File: src/rtl/ccd_pkg.sv
`default_nettype none
// ---------------------------------------------------------------------------
// ccd_pkg
// Shared types, constants and helpers for the container code check digit
// block.
// ---------------------------------------------------------------------------
package ccd_pkg;

  // Fixed field widths
  localparam int CHAR_W   = 8;
  localparam int POS_W    = 4;
  localparam int RES_W    = 4;   // residue mod 11 and check digit
  localparam int VAL_W    = 6;   // letter value up to 38
  localparam int PROD_W   = 9;   // value times weight residue, at most 304
  localparam int QDEPTH   = 2;

  // Position limits
  localparam logic [POS_W-1:0] POS_MAX      = 4'd15;
  localparam logic [POS_W-1:0] POS_LAST_LET = 4'd4;
  localparam logic [POS_W-1:0] POS_NO_CHECK = 4'd10;
  localparam logic [POS_W-1:0] POS_CHECK    = 4'd11;

  // Character codes
  localparam logic [CHAR_W-1:0] CH_UPPER_A = 8'h41;
  localparam logic [CHAR_W-1:0] CH_UPPER_Z = 8'h5A;
  localparam logic [CHAR_W-1:0] CH_ZERO    = 8'h30;
  localparam logic [CHAR_W-1:0] CH_NINE    = 8'h39;

  // Modulus and its reciprocal: floor(x / 11) == (x * 373) >> 12 for x < 512
  localparam logic [RES_W-1:0] MODULUS     = 4'd11;
  localparam logic [RES_W-1:0] RES_TEN     = 4'd10;
  localparam int               RECIP_11    = 373;
  localparam int               RECIP_SHIFT = 12;
  localparam int               RECIP_W     = PROD_W + RECIP_SHIFT - 2;

  // Letter values, 'A'..'Z', skipping multiples of eleven
  localparam logic [VAL_W-1:0] LETTER_VALUE [0:25] = '{
    6'd10, 6'd12, 6'd13, 6'd14, 6'd15, 6'd16, 6'd17, 6'd18, 6'd19, 6'd20,
    6'd21, 6'd23, 6'd24, 6'd25, 6'd26, 6'd27, 6'd28, 6'd29, 6'd30, 6'd31,
    6'd32, 6'd34, 6'd35, 6'd36, 6'd37, 6'd38
  };

  // 2^(pos-1) mod 11 for positions one to ten, zero elsewhere
  localparam logic [RES_W-1:0] WEIGHT_MOD [0:15] = '{
    4'd0, 4'd1, 4'd2, 4'd4, 4'd8, 4'd5, 4'd10, 4'd9,
    4'd7, 4'd3, 4'd6, 4'd0, 4'd0, 4'd0, 4'd0, 4'd0
  };

  // Result codes
  typedef enum logic [2:0] {
    ST_PASS      = 3'd0,
    ST_APPENDED  = 3'd1,
    ST_CORRECTED = 3'd2,
    ST_SHORT     = 3'd3,
    ST_BADLET    = 3'd4,
    ST_BADDIG    = 3'd5,
    ST_MISMATCH  = 3'd6,
    ST_MISSING   = 3'd7
  } status_t;

  // Classified character, front to back
  typedef struct packed {
    logic [RES_W-1:0]  term;     // weighted value mod 11, zero if not summed
    logic              let_err;
    logic              dig_err;
    logic              chk;      // check character position
    logic [CHAR_W-1:0] ch;
    logic [POS_W-1:0]  pos;
    logic              last;
  } entry_t;

  // One result item
  typedef struct packed {
    logic [POS_W-1:0] code_length;
    logic [RES_W-1:0] check_digit;
    logic             accepted;
    status_t          status;
  } result_t;

  // Residue mod 11 of a small product via reciprocal multiply
  function automatic logic [RES_W-1:0] mod11(input logic [PROD_W-1:0] x);
    logic [RECIP_W-1:0] p;
    logic [PROD_W-1:0]  q;
    logic [PROD_W-1:0]  r;
    p = RECIP_W'(x) * RECIP_W'(RECIP_11);
    q = PROD_W'(p >> RECIP_SHIFT);
    r = x - PROD_W'(q * PROD_W'(MODULUS));
    return r[RES_W-1:0];
  endfunction

endpackage
`default_nettype wire

File: src/rtl/container_code_check_digit.sv
`default_nettype none
// ---------------------------------------------------------------------------
// container_code_check_digit
// Container code check digit over a character stream, with result status.
// ---------------------------------------------------------------------------
//  Channel  Dir  Ports                Payload
//  in       in   in_t*                tdata[7:0] char_code, tlast last
//  out      out  out_t*               tdata status, accepted, check_digit,
//                                     code_length
//  cfg      in   cfg_p*               reg 0 at 0x0: correct_enable
//
//  One character per cycle while the queue has room; the front classifies and
//  reduces the weighted value mod 11 in the accept cycle, the back adds it into
//  the running residue as it pops it, and a result is registered on the pop of
//  its last character. A two-entry queue parts front and back; an output stall
//  holds only last characters and fills the queue before in_tready drops.
//  Synchronous active-low reset clears counters, flags and the register.
// ---------------------------------------------------------------------------
module container_code_check_digit (
  input  wire logic        clk,
  input  wire logic        rst_n,
  input  wire logic        in_tvalid,
  output logic             in_tready,
  input  wire logic [7:0]  in_tdata,    // [7:0] char_code
  input  wire logic        in_tlast,
  output logic             out_tvalid,
  input  wire logic        out_tready,
  output logic [15:0]      out_tdata,   // [2:0] status, [3] accepted,
                                        // [7:4] check_digit, [11:8] code_length
  input  wire logic        cfg_psel,
  input  wire logic        cfg_penable,
  input  wire logic        cfg_pwrite,
  input  wire logic [2:0]  cfg_paddr,
  input  wire logic [31:0] cfg_pwdata,
  output logic [31:0]      cfg_prdata,
  output logic             cfg_pready
);
  import ccd_pkg::*;

  localparam logic [2:0] ADDR_CORRECT_ENABLE = 3'd0;

  logic    correct_enable_r, correct_enable_nxt;
  logic    push, push_ready, pop, q_valid;
  entry_t  push_entry, q_entry;
  result_t result;

  // Configuration register
  assign cfg_pready = 1'b1;
  always_comb begin
    correct_enable_nxt = correct_enable_r;
    if (cfg_psel && cfg_penable && cfg_pwrite && (cfg_paddr == ADDR_CORRECT_ENABLE))
      correct_enable_nxt = cfg_pwdata[0];
  end
  assign cfg_prdata = (cfg_paddr == ADDR_CORRECT_ENABLE) ? {31'd0, correct_enable_r} : '0;

  always_ff @(posedge clk) begin
    if (!rst_n) begin
      correct_enable_r <= 1'b0;
    end else begin
      correct_enable_r <= correct_enable_nxt;
    end
  end

  ccd_front u_front (
    .clk        (clk),
    .rst_n      (rst_n),
    .in_valid   (in_tvalid),
    .in_ready   (in_tready),
    .in_char    (in_tdata),
    .in_last    (in_tlast),
    .push       (push),
    .push_ready (push_ready),
    .push_entry (push_entry)
  );

  ccd_queue u_queue (
    .clk        (clk),
    .rst_n      (rst_n),
    .push       (push),
    .push_ready (push_ready),
    .push_entry (push_entry),
    .pop        (pop),
    .pop_valid  (q_valid),
    .pop_entry  (q_entry)
  );

  ccd_back u_back (
    .clk            (clk),
    .rst_n          (rst_n),
    .correct_enable (correct_enable_r),
    .q_valid        (q_valid),
    .q_entry        (q_entry),
    .pop            (pop),
    .out_valid      (out_tvalid),
    .out_ready      (out_tready),
    .out_result     (result)
  );

  assign out_tdata = {4'd0, result};

`ifndef SYNTHESIS
  a_accepted_match: assert property (@(posedge clk) disable iff (!rst_n)
    out_tvalid |-> out_tdata[3] == (out_tdata[2:0] <= 3'd2))
    else $error("accepted flag does not match status");
  a_digit_range: assert property (@(posedge clk) disable iff (!rst_n)
    out_tvalid |-> out_tdata[7:4] <= 4'd9)
    else $error("check digit out of range");
  a_len_nonzero: assert property (@(posedge clk) disable iff (!rst_n)
    out_tvalid |-> out_tdata[11:8] != 4'd0)
    else $error("result with zero length");
`endif

endmodule
`default_nettype wire

File: src/rtl/ccd_front.sv
`default_nettype none
// ---------------------------------------------------------------------------
// ccd_front
// Accepts characters, tracks position, classifies each one and reduces its
// weighted value mod 11 before handing it to the queue.
// ---------------------------------------------------------------------------
module ccd_front (
  input  wire logic                  clk,
  input  wire logic                  rst_n,
  input  wire logic                  in_valid,
  output logic                       in_ready,
  input  wire logic [7:0]            in_char,
  input  wire logic                  in_last,
  output logic                       push,
  input  wire logic                  push_ready,
  output ccd_pkg::entry_t            push_entry
);
  import ccd_pkg::*;

  logic [POS_W-1:0]  position_r, position_nxt;
  logic [POS_W-1:0]  pos;
  logic              is_letter, is_digit;
  logic [CHAR_W-1:0] let_off, dig_off;
  logic [VAL_W-1:0]  val;
  logic [PROD_W-1:0] prod;

  // Position of this character, saturating
  assign pos = (position_r < POS_MAX) ? position_r + 4'd1 : POS_MAX;

  // Character classes
  assign is_letter = (in_char >= CH_UPPER_A) && (in_char <= CH_UPPER_Z);
  assign is_digit  = (in_char >= CH_ZERO) && (in_char <= CH_NINE);
  assign let_off   = in_char - CH_UPPER_A;
  assign dig_off   = in_char - CH_ZERO;

  // Value and weighted residue
  always_comb begin
    val = '0;
    if (pos <= POS_LAST_LET) begin
      if (is_letter) val = LETTER_VALUE[let_off[4:0]];
    end else if (pos <= POS_NO_CHECK) begin
      if (is_digit) val = VAL_W'(dig_off[3:0]);
    end
    prod = PROD_W'(val) * PROD_W'(WEIGHT_MOD[pos]);
  end

  always_comb begin
    push_entry.term    = mod11(prod);
    push_entry.let_err = (pos <= POS_LAST_LET) && !is_letter;
    push_entry.dig_err = (pos > POS_LAST_LET) && (pos <= POS_NO_CHECK) && !is_digit;
    push_entry.chk     = (pos == POS_CHECK);
    push_entry.ch      = in_char;
    push_entry.pos     = pos;
    push_entry.last    = in_last;
  end

  assign in_ready = push_ready;
  assign push     = in_valid && push_ready;

  // Position counter, cleared after the last character
  always_comb begin
    position_nxt = position_r;
    if (push) position_nxt = in_last ? '0 : pos;
  end

  always_ff @(posedge clk) begin
    if (!rst_n) begin
      position_r <= '0;
    end else begin
      position_r <= position_nxt;
    end
  end

endmodule
`default_nettype wire

File: src/rtl/ccd_queue.sv
`default_nettype none
// ---------------------------------------------------------------------------
// ccd_queue
// Short FIFO of classified characters between front and back.
// ---------------------------------------------------------------------------
module ccd_queue (
  input  wire logic                  clk,
  input  wire logic                  rst_n,
  input  wire logic                  push,
  output logic                       push_ready,
  input  wire ccd_pkg::entry_t       push_entry,
  input  wire logic                  pop,
  output logic                       pop_valid,
  output ccd_pkg::entry_t            pop_entry
);
  import ccd_pkg::*;

  localparam int PTR_W = (QDEPTH > 1) ? $clog2(QDEPTH) : 1;
  localparam int CNT_W = $clog2(QDEPTH + 1);

  entry_t             mem_r [QDEPTH];
  logic [PTR_W-1:0]   wr_ptr_r, wr_ptr_nxt;
  logic [PTR_W-1:0]   rd_ptr_r, rd_ptr_nxt;
  logic [CNT_W-1:0]   count_r, count_nxt;

  assign push_ready = (count_r != CNT_W'(QDEPTH));
  assign pop_valid  = (count_r != '0);
  assign pop_entry  = mem_r[rd_ptr_r];

  // Pointer and fill count
  always_comb begin
    wr_ptr_nxt = wr_ptr_r;
    rd_ptr_nxt = rd_ptr_r;
    count_nxt  = count_r;
    if (push) begin
      wr_ptr_nxt = (wr_ptr_r == PTR_W'(QDEPTH - 1)) ? '0 : wr_ptr_r + 1'b1;
    end
    if (pop) begin
      rd_ptr_nxt = (rd_ptr_r == PTR_W'(QDEPTH - 1)) ? '0 : rd_ptr_r + 1'b1;
    end
    if (push && !pop) count_nxt = count_r + 1'b1;
    else if (pop && !push) count_nxt = count_r - 1'b1;
  end

  always_ff @(posedge clk) begin
    if (!rst_n) begin
      wr_ptr_r <= '0;
      rd_ptr_r <= '0;
      count_r  <= '0;
    end else begin
      wr_ptr_r <= wr_ptr_nxt;
      rd_ptr_r <= rd_ptr_nxt;
      count_r  <= count_nxt;
    end
  end

  // Storage
  always_ff @(posedge clk) begin
    if (push) mem_r[wr_ptr_r] <= push_entry;
  end

`ifndef SYNTHESIS
  a_count_range: assert property (@(posedge clk) disable iff (!rst_n)
    count_r <= CNT_W'(QDEPTH))
    else $error("queue count out of range");
  a_no_pop_empty: assert property (@(posedge clk) disable iff (!rst_n)
    pop |-> count_r != '0)
    else $error("pop from empty queue");
  a_no_push_full: assert property (@(posedge clk) disable iff (!rst_n)
    push |-> count_r != CNT_W'(QDEPTH))
    else $error("push into full queue");
`endif

endmodule
`default_nettype wire

File: src/rtl/ccd_back.sv
`default_nettype none
// ---------------------------------------------------------------------------
// ccd_back
// Accumulates residue and error flags per code and issues the result item
// on the last character through an output register.
// ---------------------------------------------------------------------------
module ccd_back (
  input  wire logic                  clk,
  input  wire logic                  rst_n,
  input  wire logic                  correct_enable,
  input  wire logic                  q_valid,
  input  wire ccd_pkg::entry_t       q_entry,
  output logic                       pop,
  output logic                       out_valid,
  input  wire logic                  out_ready,
  output ccd_pkg::result_t           out_result
);
  import ccd_pkg::*;

  logic [RES_W-1:0]  residue_r, residue_nxt;
  logic              let_err_r, let_err_nxt;
  logic              dig_err_r, dig_err_nxt;
  logic [CHAR_W-1:0] given_r, given_nxt;
  logic              out_valid_r, out_valid_nxt;
  result_t           result_r, result_nxt;

  logic [RES_W:0]    sum;
  logic [RES_W-1:0]  res_new;
  logic              let_cur, dig_cur;
  logic [CHAR_W-1:0] given_cur;
  logic [RES_W-1:0]  die;
  status_t           status;

  // A last character needs a free output slot
  assign pop = q_valid && (!q_entry.last || !out_valid_r || out_ready);

  // Running residue including this character
  assign sum     = {1'b0, residue_r} + {1'b0, q_entry.term};
  assign res_new = (sum >= {1'b0, MODULUS}) ? RES_W'(sum - {1'b0, MODULUS}) : sum[RES_W-1:0];

  assign let_cur   = let_err_r | q_entry.let_err;
  assign dig_cur   = dig_err_r | q_entry.dig_err;
  assign given_cur = q_entry.chk ? q_entry.ch : given_r;
  assign die       = (res_new == RES_TEN) ? '0 : res_new;

  // Status decode, in priority order
  always_comb begin
    if (q_entry.pos < POS_NO_CHECK) status = ST_SHORT;
    else if (let_cur) status = ST_BADLET;
    else if (dig_cur) status = ST_BADDIG;
    else if (q_entry.pos == POS_NO_CHECK) status = correct_enable ? ST_APPENDED : ST_MISSING;
    else if ((q_entry.pos == POS_CHECK) && (given_cur != (CH_ZERO + CHAR_W'(die))))
      status = correct_enable ? ST_CORRECTED : ST_MISMATCH;
    else status = ST_PASS;
  end

  // Per-code state, cleared after the last character
  always_comb begin
    residue_nxt = residue_r;
    let_err_nxt = let_err_r;
    dig_err_nxt = dig_err_r;
    given_nxt   = given_r;
    if (pop) begin
      if (q_entry.last) begin
        residue_nxt = '0;
        let_err_nxt = 1'b0;
        dig_err_nxt = 1'b0;
        given_nxt   = '0;
      end else begin
        residue_nxt = res_new;
        let_err_nxt = let_cur;
        dig_err_nxt = dig_cur;
        given_nxt   = given_cur;
      end
    end
  end

  // Output register
  always_comb begin
    out_valid_nxt = out_valid_r && !out_ready;
    result_nxt    = result_r;
    if (pop && q_entry.last) begin
      out_valid_nxt          = 1'b1;
      result_nxt.status      = status;
      result_nxt.accepted    = (status == ST_PASS) || (status == ST_APPENDED) ||
                               (status == ST_CORRECTED);
      result_nxt.check_digit = die;
      result_nxt.code_length = q_entry.pos;
    end
  end

  always_ff @(posedge clk) begin
    if (!rst_n) begin
      residue_r   <= '0;
      let_err_r   <= 1'b0;
      dig_err_r   <= 1'b0;
      given_r     <= '0;
      out_valid_r <= 1'b0;
    end else begin
      residue_r   <= residue_nxt;
      let_err_r   <= let_err_nxt;
      dig_err_r   <= dig_err_nxt;
      given_r     <= given_nxt;
      out_valid_r <= out_valid_nxt;
    end
  end

  always_ff @(posedge clk) begin
    result_r <= result_nxt;
  end

  assign out_valid  = out_valid_r;
  assign out_result = result_r;

`ifndef SYNTHESIS
  a_residue_range: assert property (@(posedge clk) disable iff (!rst_n)
    residue_r < MODULUS)
    else $error("residue out of range");
  a_no_overwrite: assert property (@(posedge clk) disable iff (!rst_n)
    (out_valid_r && !out_ready) |=> out_valid_r && $stable(result_r))
    else $error("pending result lost");
  a_short_len: assert property (@(posedge clk) disable iff (!rst_n)
    (out_valid_r && result_r.status == ST_SHORT) |-> result_r.code_length < POS_NO_CHECK)
    else $error("short status with full length");
`endif

endmodule
`default_nettype wire

File: config.mk
export PLATFORM = sky130hd
export DESIGN_NAME = container_code_check_digit
export DESIGN_NICKNAME = d
export VERILOG_FILES = /design/src/rtl/ccd_pkg.sv /design/src/rtl/container_code_check_digit.sv /design/src/rtl/ccd_front.sv /design/src/rtl/ccd_queue.sv /design/src/rtl/ccd_back.sv
export SDC_FILE = /design/constraint.sdc
export NUM_CORES = 1
export LEC_CHECK = 0
export ABC_AREA = 1
export BUFFER_PORTS_ARGS = -buffer_cell sky130_fd_sc_hd__buf_2
export CAP_MARGIN = 20
export CORE_AREA = 3 3 132 134
export CTS_BUF_LIST = sky130_fd_sc_hd__clkbuf_4
export CTS_CLUSTER_DIAMETER = 50
export DETAILED_ROUTE_END_ITERATION = 8
export DIE_AREA = 0 0 135 137
export GPL_TIMING_DRIVEN = 0
export SLEW_MARGIN = 10
export SYNTH_ARGS = -nofsm -noshare
export SYNTH_HDL_FRONTEND = slang
export SYNTH_SLANG_ARGS = --single-unit
File: constraint.sdc
create_clock -name clk -period 14.7 [get_ports clk]
set_input_delay 2.94 -clock clk [delete_from_list [all_inputs] [get_ports clk]]
set_output_delay 2.94 -clock clk [all_outputs]
set_load 0.05 [all_outputs]
==> impl_results.html, run 1 <==
<table>
<tr><th>Metric</th><th>Value</th></tr>
<tr><th colspan="2">Cells and area</th></tr>
<tr><td>Count of fill cells added during filler insertion</td><td>approximately 1,600</td></tr>
<tr><td>Most frequent cells in the layout</td><td>nand2_1 (162), inv_1 (142), ha_1 (74)</td></tr>
<tr><td>Fraction of final layout cells with drive strength greater than 1</td><td>15.6%</td></tr>
<tr><td>Area of all sequential standard cells</td><td>0.00206 mm^2</td></tr>
<tr><td>Layout overhead on the synthesized area</td><td>12.5%</td></tr>
<tr><td>Antenna cell count</td><td>0</td></tr>
<tr><td>Area occupied by multi-input gates</td><td>between 0.003 and 0.004 mm^2</td></tr>
<tr><td>Leading cell type in the layout, fill and taps excluded</td><td>nand2_1</td></tr>
<tr><td>Net count reported at finish</td><td>between 1,000 and 1,500</td></tr>
<tr><th colspan="2">Power and ir drop</th></tr>
<tr><td>Leak pwr</td><td>between 3 and 4 nW</td></tr>
<tr><td>Worst IR drop on VDD</td><td>0.000101 V</td></tr>
<tr><td>Share of total power in combinational logic</td><td>between 50% and 60%</td></tr>
<tr><td>Int Pwr</td><td>0.000585 W</td></tr>
<tr><td>Total power density per cell area</td><td>about 150 mW/mm^2</td></tr>
<tr><td>Switching share of power</td><td>a little under half</td></tr>
<tr><td>Clock Power Share</td><td>15.2%</td></tr>
<tr><td>Reg power frac</td><td>just under 30%</td></tr>
<tr><td>Total net switching power</td><td>0.000534 W</td></tr>
<tr><th colspan="2">Global route</th></tr>
<tr><td>Wire length of the first global-routing pass</td><td>20.2 mm</td></tr>
<tr><td>Gr ovfl total</td><td>0</td></tr>
<tr><td>Antenna violations before repair</td><td>0</td></tr>
<tr><td>GRT Overall Usage</td><td>13.3%</td></tr>
<tr><td>Vias in the first global route</td><td>4,370</td></tr>
<tr><td>Largest net degree at the start of global routing</td><td>17</td></tr>
<tr><th colspan="2">Clock network</th></tr>
<tr><td>Clock net sink count</td><td>77</td></tr>
<tr><td>Clk slew on worst S/H paths</td><td>about 0.13 ns</td></tr>
<tr><td>Count of H-tree levels built during CTS</td><td>3</td></tr>
<tr><td>CTS Root Buffer Type</td><td>clkbuf_4</td></tr>
<tr><td>CTS tree</td><td>done</td></tr>
<tr><td>CTS Hold Bufs</td><td>0</td></tr>
<tr><td>Clock buffer count from CTS</td><td>9</td></tr>
<tr><td>Buffer depth of the longest clock path</td><td>2</td></tr>
<tr><td>Setup repair bufs after CTS</td><td>0</td></tr>
<tr><td>Clock network latency to the later pin of the worst-skew pair</td><td>0.43 ns</td></tr>
<tr><td>Post-cts sizing count</td><td>0</td></tr>
<tr><th colspan="2">Setup path</th></tr>
<tr><td>Cell occurring most often along the worst timing path</td><td>inv_1</td></tr>
<tr><td>Launch instance of the worst register-to-register path</td><td>u_front.position_r[0]</td></tr>
<tr><td>Top fanout value on the critical path</td><td>9</td></tr>
<tr><td>Launching element type of the critical path</td><td>input pin</td></tr>
<tr><td>Register-to-register setup slack</td><td>between 4 and 5 ns</td></tr>
<tr><td>Required time reported for the critical path endpoint</td><td>14.90 ns</td></tr>
<tr><td>Largest stage delay on the critical path</td><td>0.76 ns</td></tr>
<tr><td>Critical setup path kind</td><td>in2reg</td></tr>
<tr><td>Cell depth of the worst flop-to-flop path</td><td>44</td></tr>
<tr><td>Critical path capture point type</td><td>flop</td></tr>
<tr><td>Endpoint of the worst-slack reg-to-reg timing path</td><td>u_queue.mem_r[1][19]</td></tr>
<tr><td>Cell with the largest stage delay on the worst path</td><td>a2111oi_0</td></tr>
<tr><td>Critical Path AT</td><td>13.37 ns</td></tr>
<tr><th colspan="2">Drt</th></tr>
<tr><td>Via/cell ratio</td><td>4.44</td></tr>
<tr><td>Number of nets with antenna violations after routing</td><td>0</td></tr>
<tr><td>DRT iter0 DRCs</td><td>287</td></tr>
<tr><td>First drt pass iteration count</td><td>7</td></tr>
<tr><td>WL/cell</td><td>11.1 um</td></tr>
<tr><td>Wirelength, routed</td><td>between 10 and 15 mm</td></tr>
<tr><td>Total via count after detailed routing</td><td>roughly 4,800</td></tr>
<tr><td>Residual DRC count</td><td>0</td></tr>
<tr><th colspan="2">Logic synthesis</th></tr>
<tr><td>Most instantiated flip-flop cell in the synthesis netlist</td><td>edfxtp_1</td></tr>
<tr><td>Largest family of logic cells by synthesized area</td><td>adder cells</td></tr>
<tr><td>Cell type with the largest total area after synthesis</td><td>edfxtp_1</td></tr>
<tr><td>Synthesis warning total</td><td>0</td></tr>
<tr><td>Leading cell types by total area after synthesis</td><td>edfxtp_1 (24%), ha_1 (14%), fa_1 (10%)</td></tr>
<tr><td>Share of the synthesized area in compound gates (AO/OA/AOI/OAI)</td><td>8.57%</td></tr>
<tr><td>Area share of and/or/nand/nor cells after synthesis</td><td>19.4%</td></tr>
<tr><td>Ys async rst share</td><td>0%</td></tr>
<tr><td>Post-synth cell types</td><td>45</td></tr>
<tr><td>Instance count of the mapped netlist</td><td>777</td></tr>
<tr><td>Number of synthesized flops with an enable pin</td><td>52</td></tr>
<tr><td>Part of the Yosys area used for sequential elements</td><td>31.5%</td></tr>
<tr><td>Fraction of post-synthesis cell area in the top cell type by area</td><td>between 20% and 30%</td></tr>
<tr><td>Mapped Avg Cell Area</td><td>8.42 um^2</td></tr>
<tr><td>Post-synthesis sequential element count</td><td>77</td></tr>
<tr><td>Mux share of post-synthesis cell area</td><td>0%</td></tr>
<tr><td>Synth Area in Adders</td><td>24.6%</td></tr>
<tr><td>Post-synthesis xor/xnor area fraction</td><td>~2.4%</td></tr>
<tr><td>Total standard cell area after synthesis</td><td>approximately 0.0065 mm^2</td></tr>
<tr><th colspan="2">STA</th></tr>
<tr><td>Worst setup skew after layout</td><td>0.0148 ns</td></tr>
<tr><td>Number of failing hold endpoints at the final stage</td><td>0</td></tr>
<tr><td>Min Clock Period, post-route</td><td>around 13 ns</td></tr>
<tr><td>Transition time at the pin with the least slew margin</td><td>0.855 ns</td></tr>
<tr><td>Finish-stage setup viols</td><td>0</td></tr>
<tr><td>Final worst path period share</td><td>approximately nine tenths</td></tr>
<tr><td>Worst max-slew margin expressed relative to the limit</td><td>41.5%</td></tr>
<tr><td>Worst hold slack across all endpoints</td><td>between 0.4 and 0.5 ns</td></tr>
<tr><td>Fmax</td><td>0.0759 GHz</td></tr>
<tr><td>Fin. max-slew vios</td><td>0</td></tr>
<tr><td>Setup repair after global routing missed its margin</td><td>no</td></tr>
<tr><td>Total Negative Setup Slacks</td><td>0 ns</td></tr>
<tr><th colspan="2">Hold path</th></tr>
<tr><td>Hold WC Path Type</td><td>reg2reg</td></tr>
<tr><td>Sink of the worst hold path</td><td>u_queue.rd_ptr_r</td></tr>
<tr><td>Worst hold path cell count</td><td>1</td></tr>
<tr><td>Hold path startpoint</td><td>u_queue.rd_ptr_r</td></tr>
<tr><th colspan="2">Run status</th></tr>
<tr><td>Outcome</td><td>finished clean</td></tr>
<tr><th colspan="2">Floorplan</th></tr>
<tr><td># IOs</td><td>102</td></tr>
<tr><td>Die span in x</td><td>roughly 140 um</td></tr>
<tr><td>Number of cell rows</td><td>47</td></tr>
<tr><td>Height of the die</td><td>around 140 um</td></tr>
<tr><td>Initial core utilization</td><td>39.9%</td></tr>
<tr><td>Floorplan core area</td><td>around 0.016 mm^2</td></tr>
<tr><td>Die ar.</td><td>0.0185 mm^2</td></tr>
<tr><th colspan="2">Placed design</th></tr>
<tr><td>HPWL after DPL</td><td>10.0 mm</td></tr>
<tr><td>Placer Congestion</td><td>0.837</td></tr>
<tr><td>IO Port Bufs</td><td>34</td></tr>
<tr><th colspan="2">Job</th></tr>
<tr><td>Total of max-cap violations</td><td>0</td></tr>
</table>
[synthesized netlist by cell type, types with 2 or more instances]
cell      instances
o21ai_0          23
nor2_2            2
nand2_1         162
buf_2             5
nor3_1            4
or2_2             3
nand4_1           8
xor2_1           11
or2_1             2
edfxtp_1         52
clkbuf_1          2
xnor2_1           7
o21ai_1           4
nor2_1           55
inv_1           142
dfxtp_1          25
inv_2             6
o211ai_1          5
a21oi_1          41
nand3_1          24
o21ai_2           4
nand2_2           7
fa_1             34
nand2_4           6
o31ai_1           3
nand3_2           6
ha_1             74
a31oi_1           6
conb_1            2
a21o_1            2
buf_4            36
[worst max-delay path by stage]
stage,cells after the start,endpoint,startpoint,slack (ns)
floorplan,43,u_queue.mem_r[0][19],in_tdata[0],2.49
global placement,44,u_queue.mem_r[0][19],in_tdata[0],0.94
detailed placement,44,u_queue.mem_r[1][19],in_tdata[0],0.91
CTS,44,u_queue.mem_r[1][19],in_tdata[0],1.35
global route,44,u_queue.mem_r[1][19],in_tdata[0],0.71
finish,44,u_queue.mem_r[1][19],in_tdata[0],1.53
[registers in the layout, indices dropped and copies added, names as in the netlist, named ones only]
| name | flops |
|---|---|
| u_queue.mem_r | 40 |
| u_back.out_result | 12 |
| u_back.given_r | 8 |
| u_back.residue_r | 4 |
| u_front.position_r | 4 |
| u_queue.count_r | 2 |
| correct_enable_r | 1 |
| u_back.dig_err_r | 1 |
| u_back.let_err_r | 1 |
| u_back.out_valid | 1 |
| u_queue.rd_ptr_r | 1 |
| u_queue.wr_ptr_r | 1 |
[critical path, delay by kind of cell]
kind / cells / cell delay (ns)
and+or+nand+nor: 10 / 1.18
xor gates and xnor gates: 5 / 1.31
adders and majority gates: 12 / 5.02
AOI/OAI and AO/OA: 8 / 2.06
buffers and inverters: 9 / 0.82
[cells by family after synthesis]
| logic type | Yosys count |
|---|---|
| and+or+nand+nor | 283 |
| buffers and inverters | 193 |
| adders and majority gates | 108 |
| AOI/OAI and AO/OA | 96 |
| DFF | 77 |
| xor gates and xnor gates | 18 |
| other | 2 |
[per-layer routing]
metal  vias up  share of wire (%)  global-route usage, %
met5         -                  0                      0
met3        15                3.0                   1.32
met4         0                1.4                   4.09
met2        63                 48                   22.9
li1       2569                  -                      -
met1      2164                 47                   17.9
[cell type report]
type | count | area share [%]
clock buffers | 9 | 0.919
plain buffers | 44 | 4.27
repair buffers | 36 | 2.89
flip-flops and latches | 77 | 28.0
clock inverters | 7 | 1.74
inverters | 149 | 7.60
well taps | 220 | 3.74
multi-input cells | 541 | 50.8
[through the flow]
step                area [um^2]  total power (W)  cells  utilization [%]  worst slack, ns
floorplan                  6670         0.000833    811                -             2.49
global placement           7110         0.000950   1065             43.3            0.939
detailed placement         7160         0.000960   1067             43.6            0.915
CTS                        7350          0.00113   1083             44.8             1.35
global route               7350          0.00122   1083             44.8            0.710
finish                     7350          0.00112   1083             44.8             1.53
[power by group through the flow]
| stage | sequential [W] | combinational [W] | clock [W] |
|---|---|---|---|
| after floorplan | 0.000380 | 0.000452 | 0 |
| after global placement | 0.000329 | 0.000621 | 0 |
| after detailed placement | 0.000329 | 0.000631 | 0 |
| after CTS | 0.000324 | 0.000633 | 0.000172 |
| after global routing | 0.000329 | 0.000706 | 0.000184 |
| final | 0.000323 | 0.000626 | 0.000170 |
No activity file was read; power rests on OpenSTA's default activity.
==> run 2, diff against run 1 <==
GPL_TIMING_DRIVEN = default   (was 0)
==> run 2 against run 1 <==
- first-iteration DRC count decreased by 23%
- non-clock buffer count fell by 43
- clock skew rose by 0.0081 ns
- cell count is 4.0% lower
- design area fell by 4.8%
- register-to-register slack gained 0.08 ns
- sequential power increased by 2%
- flip-flop and latch count unchanged
- highest routed layer unchanged
- global-route usage is essentially flat
- sequential share of layout area up 1.4 points
- via count shrank 2.8%
- critical path type unchanged
==> impl_results.html, run 2 (synthesized netlist as in run 1, its figures left out) <==
<table>
<tr><th>Metric</th><th>Value</th></tr>
<tr><th colspan="2">Drt</th></tr>
<tr><td>DRT iter0 DRCs</td><td>220 (-23%)</td></tr>
<tr><td>Total via count after detailed routing</td><td>4,675 (-2.8%)</td></tr>
<tr><td>First drt pass iteration count</td><td>4 (-3)</td></tr>
<tr><td>Via/cell ratio</td><td>4.50 (+1.2%)</td></tr>
<tr><td>Wirelength, routed</td><td>11.8 mm (-2.0%)</td></tr>
<tr><td>WL/cell</td><td>11.3 um (+2.0%)</td></tr>
<tr><td>Number of nets with antenna violations after routing</td><td>0 (unchanged)</td></tr>
<tr><td>Residual DRC count</td><td>0 (unchanged)</td></tr>
<tr><th colspan="2">Setup path</th></tr>
<tr><td>Required time reported for the critical path endpoint</td><td>14.90 ns (about the same)</td></tr>
<tr><td>Top fanout value on the critical path</td><td>9 (unchanged)</td></tr>
<tr><td>Critical path capture point type</td><td>flop</td></tr>
<tr><td>Critical Path AT</td><td>13.28 ns (-0.09 ns)</td></tr>
<tr><td>Cell depth of the worst flop-to-flop path</td><td>44 (unchanged)</td></tr>
<tr><td>Cell occurring most often along the worst timing path</td><td>inv_1</td></tr>
<tr><td>Largest stage delay on the critical path</td><td>0.76 ns (about the same)</td></tr>
<tr><td>Launching element type of the critical path</td><td>input pin</td></tr>
<tr><td>Cell with the largest stage delay on the worst path</td><td>a2111oi_0</td></tr>
<tr><td>Critical setup path kind</td><td>in2reg</td></tr>
<tr><th colspan="2">Floorplan</th></tr>
<tr><td># IOs</td><td>102 (unchanged)</td></tr>
<tr><td>Height of the die</td><td>137 um (unchanged)</td></tr>
<tr><td>Die ar.</td><td>0.0185 mm^2 (unchanged)</td></tr>
<tr><td>Initial core utilization</td><td>39.9% (unchanged)</td></tr>
<tr><td>Die span in x</td><td>135 um (unchanged)</td></tr>
<tr><td>Number of cell rows</td><td>47 (unchanged)</td></tr>
<tr><td>Floorplan core area</td><td>0.0164 mm^2 (unchanged)</td></tr>
<tr><th colspan="2">STA</th></tr>
<tr><td>Number of failing hold endpoints at the final stage</td><td>0 (unchanged)</td></tr>
<tr><td>Final WS setup</td><td>1.62 ns (+0.0913 ns)</td></tr>
<tr><td>Fmax</td><td>0.0764 GHz (+0.70%)</td></tr>
<tr><td>Fin. max-slew vios</td><td>0 (unchanged)</td></tr>
<tr><td>Min Clock Period, post-route</td><td>13.08 ns (-0.0913 ns)</td></tr>
<tr><td>Setup repair after global routing missed its margin</td><td>no</td></tr>
<tr><td>Finish-stage setup viols</td><td>0 (unchanged)</td></tr>
<tr><td>Worst setup skew after layout</td><td>0.0229 ns (+0.00806 ns)</td></tr>
<tr><td>Worst max-slew margin expressed relative to the limit</td><td>41.8% (+0.31 points)</td></tr>
<tr><td>Transition time at the pin with the least slew margin</td><td>0.851 ns (-0.00455 ns)</td></tr>
<tr><td>Total Negative Setup Slacks</td><td>0 ns (unchanged)</td></tr>
<tr><td>Final worst path period share</td><td>89.0% (-0.62 points)</td></tr>
<tr><th colspan="2">Run status</th></tr>
<tr><td>Outcome</td><td>finished clean</td></tr>
<tr><th colspan="2">Clock network</th></tr>
<tr><td>Buffer depth of the longest clock path</td><td>2 (unchanged)</td></tr>
<tr><td>Clock network latency to the later pin of the worst-skew pair</td><td>0.42 ns (about the same)</td></tr>
<tr><td>Clock net sink count</td><td>77 (unchanged)</td></tr>
<tr><td>Setup repair bufs after CTS</td><td>0 (unchanged)</td></tr>
<tr><td>CTS Root Buffer Type</td><td>clkbuf_4</td></tr>
<tr><td>Count of H-tree levels built during CTS</td><td>3 (unchanged)</td></tr>
<tr><td>Clk slew on worst S/H paths</td><td>0.14 ns (about the same)</td></tr>
<tr><td>CTS tree</td><td>done</td></tr>
<tr><td>CTS Hold Bufs</td><td>0 (unchanged)</td></tr>
<tr><td>Clock buffer count from CTS</td><td>9 (unchanged)</td></tr>
<tr><td>Post-cts sizing count</td><td>0 (unchanged)</td></tr>
<tr><th colspan="2">Cells and area</th></tr>
<tr><td>Leading cell type in the layout, fill and taps excluded</td><td>nand2_1</td></tr>
<tr><td>Top reg by flops</td><td>u_queue.mem_r</td></tr>
<tr><td>Antenna cell count</td><td>0 (unchanged)</td></tr>
<tr><td>Fraction of final layout cells with drive strength greater than 1</td><td>11.2% (-4.4 points)</td></tr>
<tr><td>Max reg flops</td><td>40 (unchanged)</td></tr>
<tr><td>Layout overhead on the synthesized area</td><td>7.08%</td></tr>
<tr><td>Net count reported at finish</td><td>974 (-4.2%)</td></tr>
<tr><td>Most frequent cells in the layout</td><td>nand2_1 (162), inv_1 (142), ha_1 (74)</td></tr>
<tr><th colspan="2">Global route</th></tr>
<tr><td>Antenna violations before repair</td><td>0 (unchanged)</td></tr>
<tr><td>GRT Overall Usage</td><td>13.3% (-0.030 points)</td></tr>
<tr><td>Wire length of the first global-routing pass</td><td>20.2 mm (about the same)</td></tr>
<tr><td>Gr ovfl total</td><td>0 (unchanged)</td></tr>
<tr><td>Largest net degree at the start of global routing</td><td>22 (+5)</td></tr>
<tr><td>Vias in the first global route</td><td>4,387 (+0.39%)</td></tr>
<tr><th colspan="2">Placed design</th></tr>
<tr><td>Setup slack after placement</td><td>0.974 ns (+0.0592 ns)</td></tr>
<tr><td>HPWL after DPL</td><td>9.59 mm (-4.2%)</td></tr>
<tr><td>Placer Congestion</td><td>0.827 (-1.1%)</td></tr>
<tr><td>IO Port Bufs</td><td>34 (unchanged)</td></tr>
<tr><th colspan="2">Hold path</th></tr>
<tr><td>Hold WC Path Type</td><td>reg2reg</td></tr>
<tr><td>Worst hold path cell count</td><td>1 (unchanged)</td></tr>
<tr><th colspan="2">Job</th></tr>
<tr><td>Total of max-cap violations</td><td>0 (unchanged)</td></tr>
<tr><th colspan="2">Power and ir drop</th></tr>
<tr><td>Power Total</td><td>0.00109 W (-2.6%)</td></tr>
<tr><td>Total power density per cell area</td><td>156 mW/mm^2 (+2.3%)</td></tr>
<tr><td>Worst IR drop on VDD</td><td>0.000115 V (+14%)</td></tr>
<tr><td>Leak pwr</td><td>3.52 nW (-6.2%)</td></tr>
</table>
==> run 2: layout make-up <==
class / instances / area (um^2)
Sequential cell: 77 / 2060
Tap cell: 220 / 275
Clock inverter: 7 / 114
Inverter: 149 / 559
Clock buffer: 9 / 67.6
Fill cell: 1652 / 9410
Multi-Input combinational cell: 541 / 3730
Timing Repair Buffer: 37 / 193
==> run 2: routing by layer <==
metal / up-vias / track usage, % / part of all wire, %
li1: 2489 / - / -
met1: 2109 / 17.6 / 48
met2: 67 / 23.3 / 48
met3: 10 / 1.91 / 3.0
met4: 0 / 2.97 / 1.1
met5: - / 0 / 0
==> run 2: where the power goes <==
| part | switching, W | total, W | internal, W |
|---|---|---|---|
| Combinational | 0.000428 | 0.000605 | 0.000176 |
| Clock | 0.0000815 | 0.000155 | 0.0000739 |
| Sequential | 0.0000257 | 0.000330 | 0.000304 |
==> run 2: worst paths after layout <==
| kind | from | endpoint | slack, ns |
|---|---|---|---|
| worst min register to register | u_queue.rd_ptr_r | flop | 0.46 |
| worst max-delay path | in_tdata[0] | u_queue.mem_r[0][19] | 1.62 |
| worst max register to register | u_front.position_r[0] | u_queue.mem_r[0][19] | 4.18 |
| worst min-delay path | u_queue.rd_ptr_r | flop | 0.46 |
==> run 2: through the flow <==
stage	hold slack [ns]	cells	instance area, um^2	utilization [%]
2_1_floorplan	0.431	811	6670	-
6_report	0.462	1040	7000	42.7
3_3_place_gp	0.439	1023	6810	41.5
5_1_grt	0.490	1040	7000	42.7
4_1_cts	0.461	1039	6990	42.6
3_5_place_dp	0.444	1023	6810	41.5
==> run 2: worst max-delay path, delay by kind of cell <==
kind | cells | cell delay (ns)
buffers and inverters | 9 | 0.80
adders and majority gates | 12 | 4.99
AOI/OAI and AO/OA | 8 | 2.05
xor gates and xnor gates | 5 | 1.28
and+or+nand+nor | 10 | 1.18
==> run 3, diff against run 2 <==
clock period = 12.6 ns   (was 14.7 ns; I/O delays follow)
==> run 3 against run 2 <==
- critical path type unchanged
- cell count rose by 0.96%
- design area rose by 0.95%
- largest cell class unchanged
- combinational power rose by 17%
- global-route usage rose by 0.063 points
- critical endpoint is now u_queue.mem_r[1][19]
- routed wire length rose by 1.9%
==> impl_results.html, run 3 (synthesized netlist as in run 1, its figures left out) <==
<table>
<tr><th>Metric</th><th>Value</th></tr>
<tr><th colspan="2">Hold path</th></tr>
<tr><td>Hold WC Path Type</td><td>reg2reg</td></tr>
<tr><th colspan="2">Clock network</th></tr>
<tr><td>Count of H-tree levels built during CTS</td><td>3 (unchanged)</td></tr>
<tr><td>CTS tree</td><td>done</td></tr>
<tr><td>Clk slew on worst S/H paths</td><td>0.13 ns (about the same)</td></tr>
<tr><td>Post-cts sizing count</td><td>0 (unchanged)</td></tr>
<tr><td>CTS Root Buffer Type</td><td>clkbuf_4</td></tr>
<tr><td>Clock network latency to the later pin of the worst-skew pair</td><td>0.43 ns (about the same)</td></tr>
<tr><td>Clock buffer count from CTS</td><td>9 (unchanged)</td></tr>
<tr><td>Buffer depth of the longest clock path</td><td>2 (unchanged)</td></tr>
<tr><td>Clock net sink count</td><td>77 (unchanged)</td></tr>
<tr><td>CTS Hold Bufs</td><td>0 (unchanged)</td></tr>
<tr><td>Setup repair bufs after CTS</td><td>0 (unchanged)</td></tr>
<tr><th colspan="2">Setup path</th></tr>
<tr><td>Required time reported for the critical path endpoint</td><td>12.79 ns (-2.11 ns)</td></tr>
<tr><td>Critical Path AT</td><td>11.94 ns (-1.34 ns)</td></tr>
<tr><td>Largest stage delay on the critical path</td><td>0.54 ns (-0.22 ns)</td></tr>
<tr><td>Top fanout value on the critical path</td><td>7 (-2)</td></tr>
<tr><td>Critical setup path kind</td><td>in2reg</td></tr>
<tr><td>Launching element type of the critical path</td><td>input pin</td></tr>
<tr><td>Critical path capture point type</td><td>flop</td></tr>
<tr><td>Cell with the largest stage delay on the worst path</td><td>fa_1</td></tr>
<tr><th colspan="2">Power and ir drop</th></tr>
<tr><td>Int Pwr</td><td>0.000646 W (+16%)</td></tr>
<tr><td>Total net switching power</td><td>0.000623 W (+16%)</td></tr>
<tr><td>Leak pwr</td><td>3.56 nW (+1.1%)</td></tr>
<tr><td>Switching share of power</td><td>49.1% (about the same)</td></tr>
<tr><td>Share of total power in combinational logic</td><td>55.7% (+0.2 points)</td></tr>
<tr><td>Total power density per cell area</td><td>179 mW/mm^2 (+15%)</td></tr>
<tr><td>Reg power frac</td><td>30.4% (about the same)</td></tr>
<tr><td>Clock Power Share</td><td>13.9% (-0.4 points)</td></tr>
<tr><td>Worst IR drop on VDD</td><td>0.000104 V (-9.7%)</td></tr>
<tr><th colspan="2">STA</th></tr>
<tr><td>Setup repair after global routing missed its margin</td><td>no</td></tr>
<tr><td>Worst hold slack across all endpoints</td><td>0.468 ns (+0.00590 ns)</td></tr>
<tr><td>Final worst path period share</td><td>93.3%</td></tr>
<tr><td>Worst setup skew after layout</td><td>0.0158 ns (-0.00710 ns)</td></tr>
<tr><td>Total Negative Setup Slacks</td><td>0 ns (unchanged)</td></tr>
<tr><td>Fin. max-slew vios</td><td>0 (unchanged)</td></tr>
<tr><td>Worst max-slew margin expressed relative to the limit</td><td>45.7% (+3.9 points)</td></tr>
<tr><td>Fmax</td><td>between 0.08 and 0.09 GHz</td></tr>
<tr><td>Finish-stage setup viols</td><td>0 (unchanged)</td></tr>
<tr><td>Transition time at the pin with the least slew margin</td><td>0.812 ns (-0.0389 ns)</td></tr>
<tr><td>Number of failing hold endpoints at the final stage</td><td>0 (unchanged)</td></tr>
<tr><td>Min Clock Period, post-route</td><td>11.75 ns</td></tr>
<tr><th colspan="2">Global route</th></tr>
<tr><td>GRT Overall Usage</td><td>13.4% (+0.063 points)</td></tr>
<tr><td>Vias in the first global route</td><td>4,453 (+1.5%)</td></tr>
<tr><td>Wire length of the first global-routing pass</td><td>20.3 mm (+0.48%)</td></tr>
<tr><td>Gr ovfl total</td><td>0 (unchanged)</td></tr>
<tr><td>Largest net degree at the start of global routing</td><td>22 (unchanged)</td></tr>
<tr><td>Antenna violations before repair</td><td>0 (unchanged)</td></tr>
<tr><th colspan="2">Run status</th></tr>
<tr><td>Outcome</td><td>finished clean</td></tr>
<tr><th colspan="2">Cells and area</th></tr>
<tr><td>Top reg by flops</td><td>u_queue.mem_r</td></tr>
<tr><td>Fraction of final layout cells with drive strength greater than 1</td><td>12.3% (+1.1 points)</td></tr>
<tr><td>Max reg flops</td><td>40 (unchanged)</td></tr>
<tr><td>Number of cells in the finished layout apart from fillers</td><td>1,050 (+0.96%)</td></tr>
<tr><td>Total non-filler cell area in the finished layout</td><td>0.00707 mm^2 (+0.95%)</td></tr>
<tr><td>Share of the core filled with cells</td><td>43.1% (+0.40 points)</td></tr>
<tr><td>Layout overhead on the synthesized area</td><td>8.09%</td></tr>
<tr><td>Most frequent cells in the layout</td><td>nand2_1 (162), inv_1 (142), ha_1 (74)</td></tr>
<tr><td>Count of fill cells added during filler insertion</td><td>1,643 (-0.54%)</td></tr>
<tr><td>Antenna cell count</td><td>0 (unchanged)</td></tr>
<tr><td>Net count reported at finish</td><td>984 (+1.0%)</td></tr>
<tr><td>Leading cell type in the layout, fill and taps excluded</td><td>nand2_1</td></tr>
<tr><th colspan="2">Drt</th></tr>
<tr><td>Wirelength, routed</td><td>12.0 mm (+1.9%)</td></tr>
<tr><td>First drt pass iteration count</td><td>4 (unchanged)</td></tr>
<tr><td>DRT iter0 DRCs</td><td>171 (-22%)</td></tr>
<tr><td>Residual DRC count</td><td>0 (unchanged)</td></tr>
<tr><td>WL/cell</td><td>11.4 um (+0.95%)</td></tr>
<tr><td>Total via count after detailed routing</td><td>4,741 (+1.4%)</td></tr>
<tr><td>Via/cell ratio</td><td>4.52 (+0.45%)</td></tr>
<tr><td>Number of nets with antenna violations after routing</td><td>0 (unchanged)</td></tr>
<tr><th colspan="2">Floorplan</th></tr>
<tr><td>Floorplan core area</td><td>0.0164 mm^2 (unchanged)</td></tr>
<tr><td>Initial core utilization</td><td>39.9% (unchanged)</td></tr>
<tr><td>Number of cell rows</td><td>47 (unchanged)</td></tr>
<tr><td># IOs</td><td>102 (unchanged)</td></tr>
<tr><td>Die span in x</td><td>135 um (unchanged)</td></tr>
<tr><td>Die ar.</td><td>0.0185 mm^2 (unchanged)</td></tr>
<tr><td>Height of the die</td><td>137 um (unchanged)</td></tr>
<tr><th colspan="2">Placed design</th></tr>
<tr><td>Placer Congestion</td><td>0.816 (-1.4%)</td></tr>
<tr><td>Number of placed cells counting well taps</td><td>1,034 (+1.1%)</td></tr>
<tr><td>Post-place instance area</td><td>0.00690 mm^2 (+1.2%)</td></tr>
<tr><td>HPWL after DPL</td><td>9.82 mm (+2.3%)</td></tr>
<tr><td>IO Port Bufs</td><td>34 (unchanged)</td></tr>
<tr><th colspan="2">Job</th></tr>
<tr><td>Total of max-cap violations</td><td>0 (unchanged)</td></tr>
</table>
==> run 3: power groups by stage <==
| stage | clock (W) | sequential, W | combinational, W |
|---|---|---|---|
| after floorplan | 0 | 0.000444 | 0.000528 |
| after global placement | 0 | 0.000391 | 0.000703 |
| after detailed placement | 0 | 0.000392 | 0.000708 |
| after CTS | 0.000180 | 0.000386 | 0.000712 |
| after global routing | 0.000193 | 0.000394 | 0.000798 |
| final | 0.000176 | 0.000385 | 0.000706 |
==> run 3: final timing paths <==
kind                              start                    to  slack [ns]  depth (start not counted)
setup / recovery            in_tdata[1]  u_queue.mem_r[1][19]        0.85                         48
setup reg to reg  u_front.position_r[0]  u_queue.mem_r[1][19]        2.57                         44
hold reg to reg        u_queue.rd_ptr_r                  flop        0.47                          1
hold / removal         u_queue.rd_ptr_r                  flop        0.47                          1
==> run 3: stage by stage <==
stage          power, W  setup slack [ns]
3_5_place_dp    0.00110             0.325
4_1_cts         0.00128             0.773
5_1_grt         0.00138            0.0682
6_report        0.00127             0.850
2_1_floorplan  0.000971             0.811
3_3_place_gp    0.00109             0.345
==> run 3: worst max-delay path: cells and delay by family <==
| kind | cells | cell delay [ns] |
|---|---|---|
| XOR/XNOR | 5 | 0.92 |
| AO/OA/AOI/OAI | 7 | 1.29 |
| buffers and inverters | 10 | 0.67 |
| adder cells (fa/ha/maj) | 13 | 5.35 |
| AND/OR/NAND/NOR | 13 | 1.19 |
==> run 3: area by class of cell <==
type / count / area, um^2 / share of cell area [%]
clock inverters: 7 / 105 / 1.49
flip-flops and latches: 77 / 2060 / 29.2
well taps: 220 / 275 / 3.89
inverters: 149 / 559 / 7.91
clock buffers: 9 / 67.6 / 0.956
repair buffers: 47 / 268 / 3.79
multi-input cells: 541 / 3730 / 52.8
==> run 3: metal layers <==
metal | global-route usage (%) | part of all wire [%] | vias up
met5 | 0 | 0 | -
met4 | 4.20 | 1.7 | 0
met3 | 1.84 | 3.1 | 17
met2 | 23.2 | 48 | 76
met1 | 17.3 | 47 | 2135
li1 | - | - | 2513
